`config.mk`:
```
export PLATFORM = sky130hd
export DESIGN_NAME = modular_exponentiation
export DESIGN_NICKNAME = d
export VERILOG_FILES = /design/src/rtl/core/mexp_pkg.sv /design/src/rtl/core/mexp_datapath.sv /design/src/rtl/core/mexp_ctrl.sv /design/src/rtl/core/modular_exponentiation.sv
export SDC_FILE = /design/constraint.sdc
export NUM_CORES = 1
export LEC_CHECK = 0
export ABC_AREA = 1
export BUFFER_PORTS_ARGS = -buffer_cell sky130_fd_sc_hd__buf_2
export CAP_MARGIN = 10
export CORE_MARGIN = 2
export CORE_UTILIZATION = 53
export CTS_BUF_LIST = sky130_fd_sc_hd__clkbuf_8
export DETAILED_ROUTE_END_ITERATION = 16
export GPL_TIMING_DRIVEN = 0
export PLACE_DENSITY = 0.75
export SLEW_MARGIN = 40
export SYNTH_ARGS = -nofsm -noshare
export SYNTH_HDL_FRONTEND = slang
export SYNTH_SLANG_ARGS = --single-unit
```
`constraint.sdc`:
```
create_clock -name i_clk -period 5.5 [get_ports i_clk]
set_input_delay 1.375 -clock i_clk [delete_from_list [all_inputs] [get_ports i_clk]]
set_output_delay 1.375 -clock i_clk [all_outputs]
set_load 0.01 [all_outputs]
```
`src/rtl/core/mexp_pkg.sv`:
```
// Package for the modular exponentiation block: shared constants, the controller
// state type and the command and status bundles between controller and datapath.
// No dependencies.
package mexp_pkg;

    // Default data width and the modulus held after reset.
    localparam int          WORD_BITS_DEFAULT = 64;
    localparam logic [63:0] MODULUS_RESET     = 64'd1000000007;

    // Controller states.
    typedef enum logic [3:0] {
        ST_IDLE,
        ST_REDUCE,
        ST_WB_BASE,
        ST_TEST,
        ST_MUL_ACC,
        ST_WB_ACC,
        ST_MUL_SQ,
        ST_WB_SQ,
        ST_DONE
    } t_state;

    // Operand selection for a new run of the shared modular multiplier.
    typedef enum logic [1:0] {
        MSRC_REDUCE,
        MSRC_ACC,
        MSRC_SQUARE
    } t_mul_src;

    // Destination of a finished multiplier result.
    typedef enum logic [1:0] {
        WB_NONE,
        WB_BASE,
        WB_ACC
    } t_wb_dst;

    // Commands from the controller to the datapath.
    typedef struct packed {
        logic     load;
        logic     mul_load;
        t_mul_src mul_src;
        logic     mul_step;
        t_wb_dst  wb_dst;
        logic     exp_shift;
    } t_cmd;

    // Status from the datapath to the controller.
    typedef struct packed {
        logic mul_last;
        logic exp_bit;
        logic exp_last;
    } t_status;

endpackage

```
`src/rtl/core/mexp_datapath.sv`:
```
// Datapath of the modular exponentiation block: modulus register, operand
// registers and the bit-serial interleaved modular multiplier.
// Depends on mexp_pkg.
module mexp_datapath
    import mexp_pkg::*;
#(
    parameter int WORD_BITS = WORD_BITS_DEFAULT
) (
    input  logic                 i_clk,
    input  logic                 i_rst_n,
    input  logic                 i_cfg_we,
    input  logic [WORD_BITS-1:0] i_cfg_modulus,
    input  logic [WORD_BITS-1:0] i_base_value,
    input  logic [WORD_BITS-1:0] i_exponent,
    input  t_cmd                 i_cmd,
    output t_status              o_status,
    output logic [WORD_BITS-1:0] o_result
);

    localparam int CNT_BITS = $clog2(WORD_BITS);
    localparam logic [WORD_BITS-1:0] MOD_RST_RAW = MODULUS_RESET[WORD_BITS-1:0];
    localparam logic [WORD_BITS-1:0] MOD_RST =
        (MOD_RST_RAW == '0) ? WORD_BITS'(1) : MOD_RST_RAW;
    localparam logic [CNT_BITS-1:0] CNT_LAST = CNT_BITS'(WORD_BITS - 1);

    logic [WORD_BITS-1:0] r_modulus;
    logic [WORD_BITS-1:0] r_base;
    logic [WORD_BITS-1:0] r_exp;
    logic [WORD_BITS-1:0] r_acc;
    logic [WORD_BITS-1:0] r_prod;
    logic [WORD_BITS-1:0] r_mcand;
    logic [WORD_BITS-1:0] r_mplier;
    logic [CNT_BITS-1:0]  r_cnt;
    logic [CNT_BITS-1:0]  r_ecnt;

    logic [WORD_BITS-1:0] n_prod;
    logic [WORD_BITS+1:0] w_sum;
    logic [WORD_BITS+1:0] w_m1;
    logic [WORD_BITS+1:0] w_m2;
    logic [WORD_BITS+1:0] w_red;

    // The modulus is only replaced by a nonzero value.
    always_ff @(posedge i_clk) begin
        if (!i_rst_n) begin
            r_modulus <= MOD_RST;
        end else if (i_cfg_we && (i_cfg_modulus != '0)) begin
            r_modulus <= i_cfg_modulus;
        end
    end

    // One multiplier step: double the partial product, add the multiplicand when
    // the current multiplier bit is set, then bring the sum back below the
    // modulus. The sum stays below three times the modulus.
    always_comb begin
        w_m1  = {2'b00, r_modulus};
        w_m2  = {1'b0, r_modulus, 1'b0};
        w_sum = {1'b0, r_prod, 1'b0}
              + (r_mplier[WORD_BITS-1] ? {2'b00, r_mcand} : '0);
        if (w_sum >= w_m2) begin
            w_red = w_sum - w_m2;
        end else if (w_sum >= w_m1) begin
            w_red = w_sum - w_m1;
        end else begin
            w_red = w_sum;
        end
        n_prod = w_red[WORD_BITS-1:0];
    end

    // Multiplier registers. The base is reduced by running the same loop with a
    // multiplicand of one over the bits of the raw base.
    always_ff @(posedge i_clk) begin
        if (i_cmd.load) begin
            r_prod   <= '0;
            r_mcand  <= WORD_BITS'(1);
            r_mplier <= i_base_value;
            r_cnt    <= '0;
        end else if (i_cmd.mul_load) begin
            r_prod <= '0;
            r_cnt  <= '0;
            case (i_cmd.mul_src)
                MSRC_ACC: begin
                    r_mcand  <= r_base;
                    r_mplier <= r_acc;
                end
                MSRC_SQUARE: begin
                    r_mcand  <= r_base;
                    r_mplier <= r_base;
                end
                default: begin
                    r_mcand  <= WORD_BITS'(1);
                    r_mplier <= r_base;
                end
            endcase
        end else if (i_cmd.mul_step) begin
            r_prod   <= n_prod;
            r_mplier <= {r_mplier[WORD_BITS-2:0], 1'b0};
            r_cnt    <= r_cnt + CNT_BITS'(1);
        end
    end

    // Operand registers: exponent shifts right one bit per square.
    always_ff @(posedge i_clk) begin
        if (i_cmd.load) begin
            r_exp  <= i_exponent;
            r_ecnt <= '0;
            r_acc  <= (r_modulus == WORD_BITS'(1)) ? '0 : WORD_BITS'(1);
        end else begin
            case (i_cmd.wb_dst)
                WB_BASE: r_base <= r_prod;
                WB_ACC:  r_acc  <= r_prod;
                default: ;
            endcase
            if (i_cmd.exp_shift) begin
                r_exp  <= {1'b0, r_exp[WORD_BITS-1:1]};
                r_ecnt <= r_ecnt + CNT_BITS'(1);
            end
        end
    end

    // Status back to the controller.
    always_comb begin
        o_status.mul_last = (r_cnt == CNT_LAST);
        o_status.exp_bit  = r_exp[0];
        o_status.exp_last = (r_ecnt == CNT_LAST);
    end

    assign o_result = r_acc;

endmodule

```
`src/rtl/core/mexp_ctrl.sv`:
```
// Controller of the modular exponentiation block: sequences base reduction and
// the square-and-multiply loop over the exponent bits. Depends on mexp_pkg.
module mexp_ctrl
    import mexp_pkg::*;
(
    input  logic    i_clk,
    input  logic    i_rst_n,
    input  logic    i_start,
    input  t_status i_status,
    output t_cmd    o_cmd,
    output logic    o_busy,
    output logic    o_valid
);

    t_state r_state;
    t_state n_state;

    // State register.
    always_ff @(posedge i_clk) begin
        if (!i_rst_n) begin
            r_state <= ST_IDLE;
        end else begin
            r_state <= n_state;
        end
    end

    // Next-state logic.
    always_comb begin
        n_state = r_state;
        case (r_state)
            ST_IDLE:    if (i_start) n_state = ST_REDUCE;
            ST_REDUCE:  if (i_status.mul_last) n_state = ST_WB_BASE;
            ST_WB_BASE: n_state = ST_TEST;
            ST_TEST:    n_state = i_status.exp_bit ? ST_MUL_ACC : ST_MUL_SQ;
            ST_MUL_ACC: if (i_status.mul_last) n_state = ST_WB_ACC;
            ST_WB_ACC:  n_state = ST_MUL_SQ;
            ST_MUL_SQ:  if (i_status.mul_last) n_state = ST_WB_SQ;
            ST_WB_SQ:   n_state = i_status.exp_last ? ST_DONE : ST_TEST;
            ST_DONE:    n_state = ST_IDLE;
            default:    n_state = ST_IDLE;
        endcase
    end

    // Output decode.
    always_comb begin
        o_cmd.load      = 1'b0;
        o_cmd.mul_load  = 1'b0;
        o_cmd.mul_src   = MSRC_REDUCE;
        o_cmd.mul_step  = 1'b0;
        o_cmd.wb_dst    = WB_NONE;
        o_cmd.exp_shift = 1'b0;
        o_busy          = 1'b1;
        o_valid         = 1'b0;
        case (r_state)
            ST_IDLE: begin
                o_busy     = 1'b0;
                o_cmd.load = i_start;
            end
            ST_REDUCE, ST_MUL_ACC, ST_MUL_SQ: begin
                o_cmd.mul_step = 1'b1;
            end
            ST_WB_BASE: begin
                o_cmd.wb_dst = WB_BASE;
            end
            ST_TEST: begin
                o_cmd.mul_load = 1'b1;
                o_cmd.mul_src  = i_status.exp_bit ? MSRC_ACC : MSRC_SQUARE;
            end
            ST_WB_ACC: begin
                o_cmd.wb_dst   = WB_ACC;
                o_cmd.mul_load = 1'b1;
                o_cmd.mul_src  = MSRC_SQUARE;
            end
            ST_WB_SQ: begin
                o_cmd.wb_dst    = WB_BASE;
                o_cmd.exp_shift = 1'b1;
            end
            ST_DONE: begin
                o_valid = 1'b1;
            end
            default: ;
        endcase
    end

endmodule

```
`src/rtl/core/modular_exponentiation.sv`:
```
// Top level of the modular exponentiation block: base^exponent mod modulus by
// right-to-left square-and-multiply. Depends on mexp_pkg, mexp_ctrl, mexp_datapath.
//
// Usage: the modulus register is written through i_cfg_we / i_cfg_modulus while
// the block is idle; a write of zero is ignored. After reset it holds 1000000007.
// A beat on the input side is accepted when start is high and busy is low;
// base and exponent are sampled at that edge. busy stays high until the result
// beat has been shown. The result appears on o_power_residue for exactly one
// cycle with o_valid high; the receiver cannot stall it.
// One item is worked on at a time and a new one may be accepted in the cycle after
// the result. The time is set by the single shared bit-serial modular multiplier:
// one multiplier bit per cycle, up to two products per exponent bit, plus one
// product to reduce the base.
// Reset is synchronous and returns the controller to idle; no result is lost
// since none is in flight when a result strobe has been given.
module modular_exponentiation
    import mexp_pkg::*;
#(
    parameter int WORD_BITS = WORD_BITS_DEFAULT
) (
    input  logic                 i_clk,
    input  logic                 i_rst_n,
    input  logic                 i_cfg_we,
    input  logic [WORD_BITS-1:0] i_cfg_modulus,
    input  logic                 start,
    output logic                 busy,
    input  logic [WORD_BITS-1:0] i_base_value,
    input  logic [WORD_BITS-1:0] i_exponent,
    output logic                 o_valid,
    output logic [WORD_BITS-1:0] o_power_residue
);

    t_cmd    w_cmd;
    t_status w_status;

    // Sequencing of the reduction and the exponent loop.
    mexp_ctrl u_ctrl (
        .i_clk    (i_clk),
        .i_rst_n  (i_rst_n),
        .i_start  (start),
        .i_status (w_status),
        .o_cmd    (w_cmd),
        .o_busy   (busy),
        .o_valid  (o_valid)
    );

    // Registers and the modular multiplier.
    mexp_datapath #(
        .WORD_BITS (WORD_BITS)
    ) u_datapath (
        .i_clk         (i_clk),
        .i_rst_n       (i_rst_n),
        .i_cfg_we      (i_cfg_we),
        .i_cfg_modulus (i_cfg_modulus),
        .i_base_value  (i_base_value),
        .i_exponent    (i_exponent),
        .i_cmd         (w_cmd),
        .o_status      (w_status),
        .o_result      (o_power_residue)
    );

endmodule
```
Word level (Yosys, flattened, before mapping)
Index checks and enable logic that the tools add are counted.

storage, ports and cells
  word-level logic and storage cells = 77
  register bits after elaboration = 464
  input bits = 196
  memories = 0
  output and inout bits = 66
  memory bits (writable) = 0
  memory bits (read-only) = 0
  bits in latches = 0

cells by class
  equal/unequal tests = 19
  bitwise logic cells = 1
  muxes and demuxes = 28
  reductions and logical operators = 12
  multiply operators = 0
  add/subtract/negate cells = 5
  divide/modulo/power cells = 0
  shift-type cells = 0
  order comparisons = 2

operators by type and width
  cell                                                   count
  2-to-1 mux 64 bit                                      12
  subtractor 64 bit                                      2
  adder 65 x 64 -> 66 bit                                1
  greater-or-equal comparator 66 x 64 -> 1 bit           1
  greater-or-equal comparator 66 x 65 -> 1 bit           1
  equality test 64 x 1 -> 1 bit, second input constant   1
  nonzero test 64 bit                                    1
  one-hot mux 4 bit (8 select lines)                     1
  2-to-1 mux 4 bit                                       5
  equality test 4 x 3 -> 1 bit, second input constant    4
  adder 6 x 1 -> 6 bit, second input constant            2
  equality test 6 bit, second input constant             2
  equality test 4 x 2 -> 1 bit, second input constant    2
  2-to-1 mux 1 bit                                       6
  inequality test 2 x 1 -> 1 bit, second input constant  3
  one-hot mux 3 bit (2 select lines)                     1
  OR reduction 2 bit                                     3
  equality test 2 x 1 -> 1 bit, second input constant    2
  equality test 2 bit, second input constant             2
  equality test 4 x 1 -> 1 bit, second input constant    1
  equality test 4 bit, second input constant             1
  zero test 4 bit                                        1
  2-to-1 mux 2 bit                                       2
  one-hot mux 2 bit (2 select lines)                     1
  other kinds (8)                                        9

Longest topological paths before layout
  depth in word-level cells = 6
  depth in mapped cells = 40

By module
Synthesis repeated with hierarchy kept, for this count alone.

unflattened totals
  cells, all modules = 5,162
  area total of the unflattened synthesis = 35,016.1 sq um

by module, submodules not included
  module         instances  area each (sq um)  cells an instance
  mexp_datapath  1          34,682.0           5,102
  mexp_ctrl      1          334.1              60

Worst setup path before layout
OpenSTA, ideal clock, no wires.

  path kind = in2reg
  from = input start
  to = register u_datapath.r_mplier[0], enable pin
  data arrival time = 5,285 ps
  data required time = 5,076 ps
  cell stages on the path = 7
  path slack = -209 ps
  cells stage by stage = inv_1 > nor2_1 > clkinv_1 > nand2_1 > nor2_1 > buf_1 > nand2_1

between the ends
  longest elaborated chain between the ends = 2

ends and longest elaborated chain
  element                              RTL line                      source
  from (decl)                          modular_exponentiation.sv:25  input logic start,
  2-to-1 mux 1 bit                     mexp_ctrl.sv:54               case (r_state)
  nonzero test 3 bit (no source line)  --
  to (signal assigned)                 mexp_datapath.sv:87           r_mplier <= r_base;
  to (signal assigned)                 mexp_datapath.sv:91           r_mplier <= r_base;
  to (signal assigned)                 mexp_datapath.sv:96           r_mplier <= {r_mplier[WORD_BITS-2:0], 1'b0};
  to (decl)                            mexp_datapath.sv:32           logic [WORD_BITS-1:0] r_mplier;

Every way passes these cells.
A chain may end at the register's enable or synchronous reset.

Worst setup path in the final report
  from = register u_datapath.r_mplier[63]
  to = register u_datapath.r_prod[43]

between the ends
  longest elaborated chain between the ends = 5
  elaborated cells between the ends (all ways) = 8
  those cells by class = add/sub (3); order compare (2); mux (3)

ends and longest elaborated chain
  element                                                                                   RTL line                                  source
  from (signal assigned)                                                                    mexp_datapath.sv:75                       r_mplier <= i_base_value;
  from (signal assigned)                                                                    mexp_datapath.sv:83                       r_mplier <= r_acc;
  from (signal assigned)                                                                    mexp_datapath.sv:87
  2-to-1 mux 64 bit *                                                                       mexp_datapath.sv:58                       + (r_mplier[WORD_BITS-1] ? {2'b00, r_mcand} : '0);
  adder 65 x 64 -> 66 bit *                                                                 mexp_datapath.sv:58
  subtractor 64 bit / greater-or-equal comparator 66 x 64 -> 1 bit (equally long branches)  mexp_datapath.sv:62, mexp_datapath.sv:61
  2-to-1 mux 64 bit                                                                         mexp_datapath.sv:61                       end else if (w_sum >= w_m1) begin
  2-to-1 mux 64 bit *                                                                       mexp_datapath.sv:59                       if (w_sum >= w_m2) begin
  to (signal assigned)                                                                      mexp_datapath.sv:95                       r_prod <= n_prod;
  to (decl)                                                                                 mexp_datapath.sv:30                       logic [WORD_BITS-1:0] r_prod;

Every way passes the cells marked *; elsewhere a longest branch is shown, timed or not.

==> key figures <==
Outcome
  – Status: finished, violations left
  – Failing checks: negative setup slack

Worst hold path
  – Hold Startpoint: u_datapath.r_ecnt[5]
  – Min-Delay Endpoint: u_datapath.r_ecnt[5]
  – Hold Crit Depth: 2
  – Hold Crit Class: register to register

GRT
  – Largest net degree at the start of global routing: 66
  – Global-route wire length before repair: 219 mm
  – Vias in the first global route: 36317
  – GRT Total Usage: 0.423
  – Initial antenna violation count: 2
  – Total grt overflow: 0

Yosys
  – Mapped Area: 35900 um^2
  – Area leader, netlist: edfxtp_1
  – Syn nets: 5664
  – Register area share after synthesis: 0.331
  – Xor/xnor share of the synthesized area: 0.0308
  – Synth top area cells: edfxtp_1 (21%), nand2_1 (15%), dfxtp_1 (12%), inv_1 (7.6%), ha_1 (6.8%)
  – Largest family of logic cells by synthesized area: simple AND/OR/NAND/NOR gates
  – Commonest cells in the netlist: nand2_1 (1400), inv_1 (727), nor2_1 (494), a21oi_1 (462), o21ai_0 (446)
  – Number of flops mapped to enable cells by yosys: 256
  – Top FF cell, synth: edfxtp_1
  – Fraction of registers with async set or reset after synthesis: 0
  – Post-synth top area share: 0.214
  – Synth Area in Compound Gates: 0.162
  – #FFs+latches synth: 464
  – Synth warn: 0
  – Count leader, synth: nand2_1
  – Synth cell types: 51
  – Post-synthesis simple-gate area fraction: 0.290
  – Syn Inst Count: 5271
  – Proportion of synthesized area in mux cells: 0.0176
  – Adder-cell share of the synthesized area: 0.0694
  – Syn_area_per_cell: 6.80 um^2

Finish
  – Share of layout cells above drive strength 1: 0.156
  – Nets: 6020
  – Synth-to-layout area growth: 15.8%

Clock network
  – CTS sink count: 464
  – Clock slew at reported path FFs: 0.07 ns
  – Max Buffers Root-to-Sink: 3
  – TritonCTS clock tree: done
  – Skew-Pair Late Insertion Delay: 0.73 ns
  – CTS H-tree lvls: 3
  – Root buffer cell: clkbuf_8
  – CTS Buf Count: 80

Worst setup path
  – Critical Path Start Type: register
  – Crit path top cell by count: inv_1
  – Levels on crit path: 27
  – Worst R2R End: u_datapath.r_prod[43]
  – Crit path DAT: 6.13 ns
  – Crit-path leading delay family: compound AO/OA/AOI/OAI gates
  – Flop2flop setup slack: -0.02 ns
  – CP max FO: 10
  – Worst reg2reg path startpoint: u_datapath.r_mplier[63]
  – Crit end category: register
  – CP max stage delay: 0.38 ns
  – Buf/Inv on CP: 7
  – Reg2Reg Depth: 27
  – Type of the worst setup path: register to register
  – CP required: 6.10 ns
  – Slowest CP cell: edfxtp_1

Timing
  – Crit share post-route: 1.00
  – Max Freq: 0.181 GHz
  – Slew @ Worst Pin: 0.881 ns
  – Clock Skew: 0.0502 ns
  – Relative slew margins: 0.408
  – Worst hold slack: 0.450 ns
  – RSZ-0062 raised after global routing: yes
  – Final Setup Violations: 1
  – Final Max Tran Viols: 0
  – Minimum clock period: 5.52 ns
  – Worst setup margin: -0.0213 ns
  – Final hold vios: 0

Route
  – Final WL: 152 mm
  – DR vias: 37910
  – Drt via density: 5.77
  – Drt first-iter violations: 3884
  – WL per Instance: 23.2 um
  – Drt first pass iters: 6
  – DRC errors left: 0
  – Antenna viol nets, final: 0

Power
  – PD cells: 693 nW/um^2
  – Worst VDD drop: 0.386 mV
  – Power Total: 28800 uW
  – Pleak: 0.0197 uW

Place
  – Post-DP HPWL: 128 mm
  – Port buffer count: 260
  – Gpl congestion: 1.19

Floorplan
  – I/O pins: 262
  – Die H: 264 um
  – Std-Cell Rows: 95
  – CORE AREA: 67000 um^2
  – Die footprint: 69700 um^2
  – Initial Util: 0.535
  – Chip Width: 264 um

Run
  – Max cap viols: 0
-- cells by family after synthesis --
group / count (synthesis)
muxes: 63
buffers and inverters: 912
and+or+nand+nor: 2444
DFF: 464
AOI/OAI and AO/OA: 1065
adders and majority gates: 197
xor gates and xnor gates: 126
-- repair_timing --
action,CTS,global route
hold buffers,0,0
pin swaps,6,13
setup endpoints to repair,64,64
buffers inserted,6,5
gates resized for setup,67,232
-- area by class of cell --
type | instances | area (um^2)
clock inverters | 54 | 537
well taps | 873 | 1090
multi-input cells | 3895 | 21600
clock buffers | 95 | 1310
inverters | 751 | 2820
flip-flops and latches | 464 | 11900
repair buffers | 274 | 1460
fillers | 6250 | 25500
plain buffers | 161 | 806
diodes | 1 | 2.50
-- worst max path at each step --
stage | start | end | slack [ns]
floorplan | start | u_datapath.r_mplier[0] | 0.47
global placement | start | u_datapath.r_mplier[42] | -2.20
detailed placement | u_datapath.r_mplier[63] | u_datapath.r_prod[45] | -0.86
CTS | u_datapath.r_mplier[63] | u_datapath.r_prod[60] | 0.007
global route | u_datapath.r_mplier[63] | u_datapath.r_prod[60] | -0.09
finish | u_datapath.r_mplier[63] | u_datapath.r_prod[43] | -0.02
-- stage by stage --
step / instance area, um^2 / TNS [ns] / instances / utilization / setup slack (ns)
global route: 41500 / -1.23 / 6568 / 0.619 / -0.0946
floorplan: 35900 / 0 / 5271 / - / 0.470
global placement: 38200 / -232.54 / 6404 / 0.571 / -2.20
detailed placement: 38400 / -47.03 / 6407 / 0.572 / -0.859
finish: 41500 / -0.0213 / 6568 / 0.619 / -0.0213
CTS: 40600 / 0 / 6562 / 0.605 / 0.00658
-- worst min-delay path: cells and delay by family (launching register included) --
| family | cells | cell delay (ns) |
|---|---|---|
| AO/OA/AOI/OAI | 1 | 0.05 |
| buffers and inverters | 1 | 0.05 |
| flip-flops | 1 | 0.31 |
-- power breakdown --
group | internal [uW] | switching [uW] | total (uW)
combinational | 5750 | 13400 | 19200
clock | 2030 | 1620 | 3650
sequential | 5170 | 758 | 5930
total | 13000 | 15800 | 28800
-- flip-flops by register name, indices dropped and copies added (netlist names) --
name and cells:
u_datapath.r_cnt 6, u_datapath.r_mcand 64, u_datapath.r_base 64, u_datapath.o_result 64, u_datapath.r_ecnt 6, u_datapath.r_prod 64
u_datapath.r_exp 64, u_datapath.r_mplier 64, u_ctrl.r_state 4, u_datapath.r_modulus 64
-- layout by cell type (no fill, tap or decap), types with 18 or more instances in the layout --
cell	Yosys	final
nand3b_1	23	23
nor4_1	38	34
a21oi_1	462	425
xnor2_1	43	36
xor2_2	0	20
nand2_2	66	86
mux2i_1	63	63
nor2_1	494	455
ha_4	0	18
clkbuf_8	0	96
buf_2	11	272
edfxtp_1	256	256
o211ai_1	19	19
ha_2	0	34
nor2_2	13	42
o21ai_0	446	432
inv_1	727	738
a21oi_2	56	90
nand3_1	259	241
o21bai_1	41	40
clkbuf_1	118	111
xor2_1	83	61
ha_1	194	142
dfxtp_1	208	208
nand3_2	37	54
nor3_1	38	34
inv_2	22	33
nand2_1	1400	1370
nand4_1	50	50
-- layer usage --
layer	vias to the layer above	routed length (um)	global-route usage
li1	17960	-	-
met1	17482	55800	0.494
met2	1986	68600	0.689
met3	482	13400	0.0683
met4	0	14300	0.345
met5	-	0	0
(Power assumes the default switching activity.)
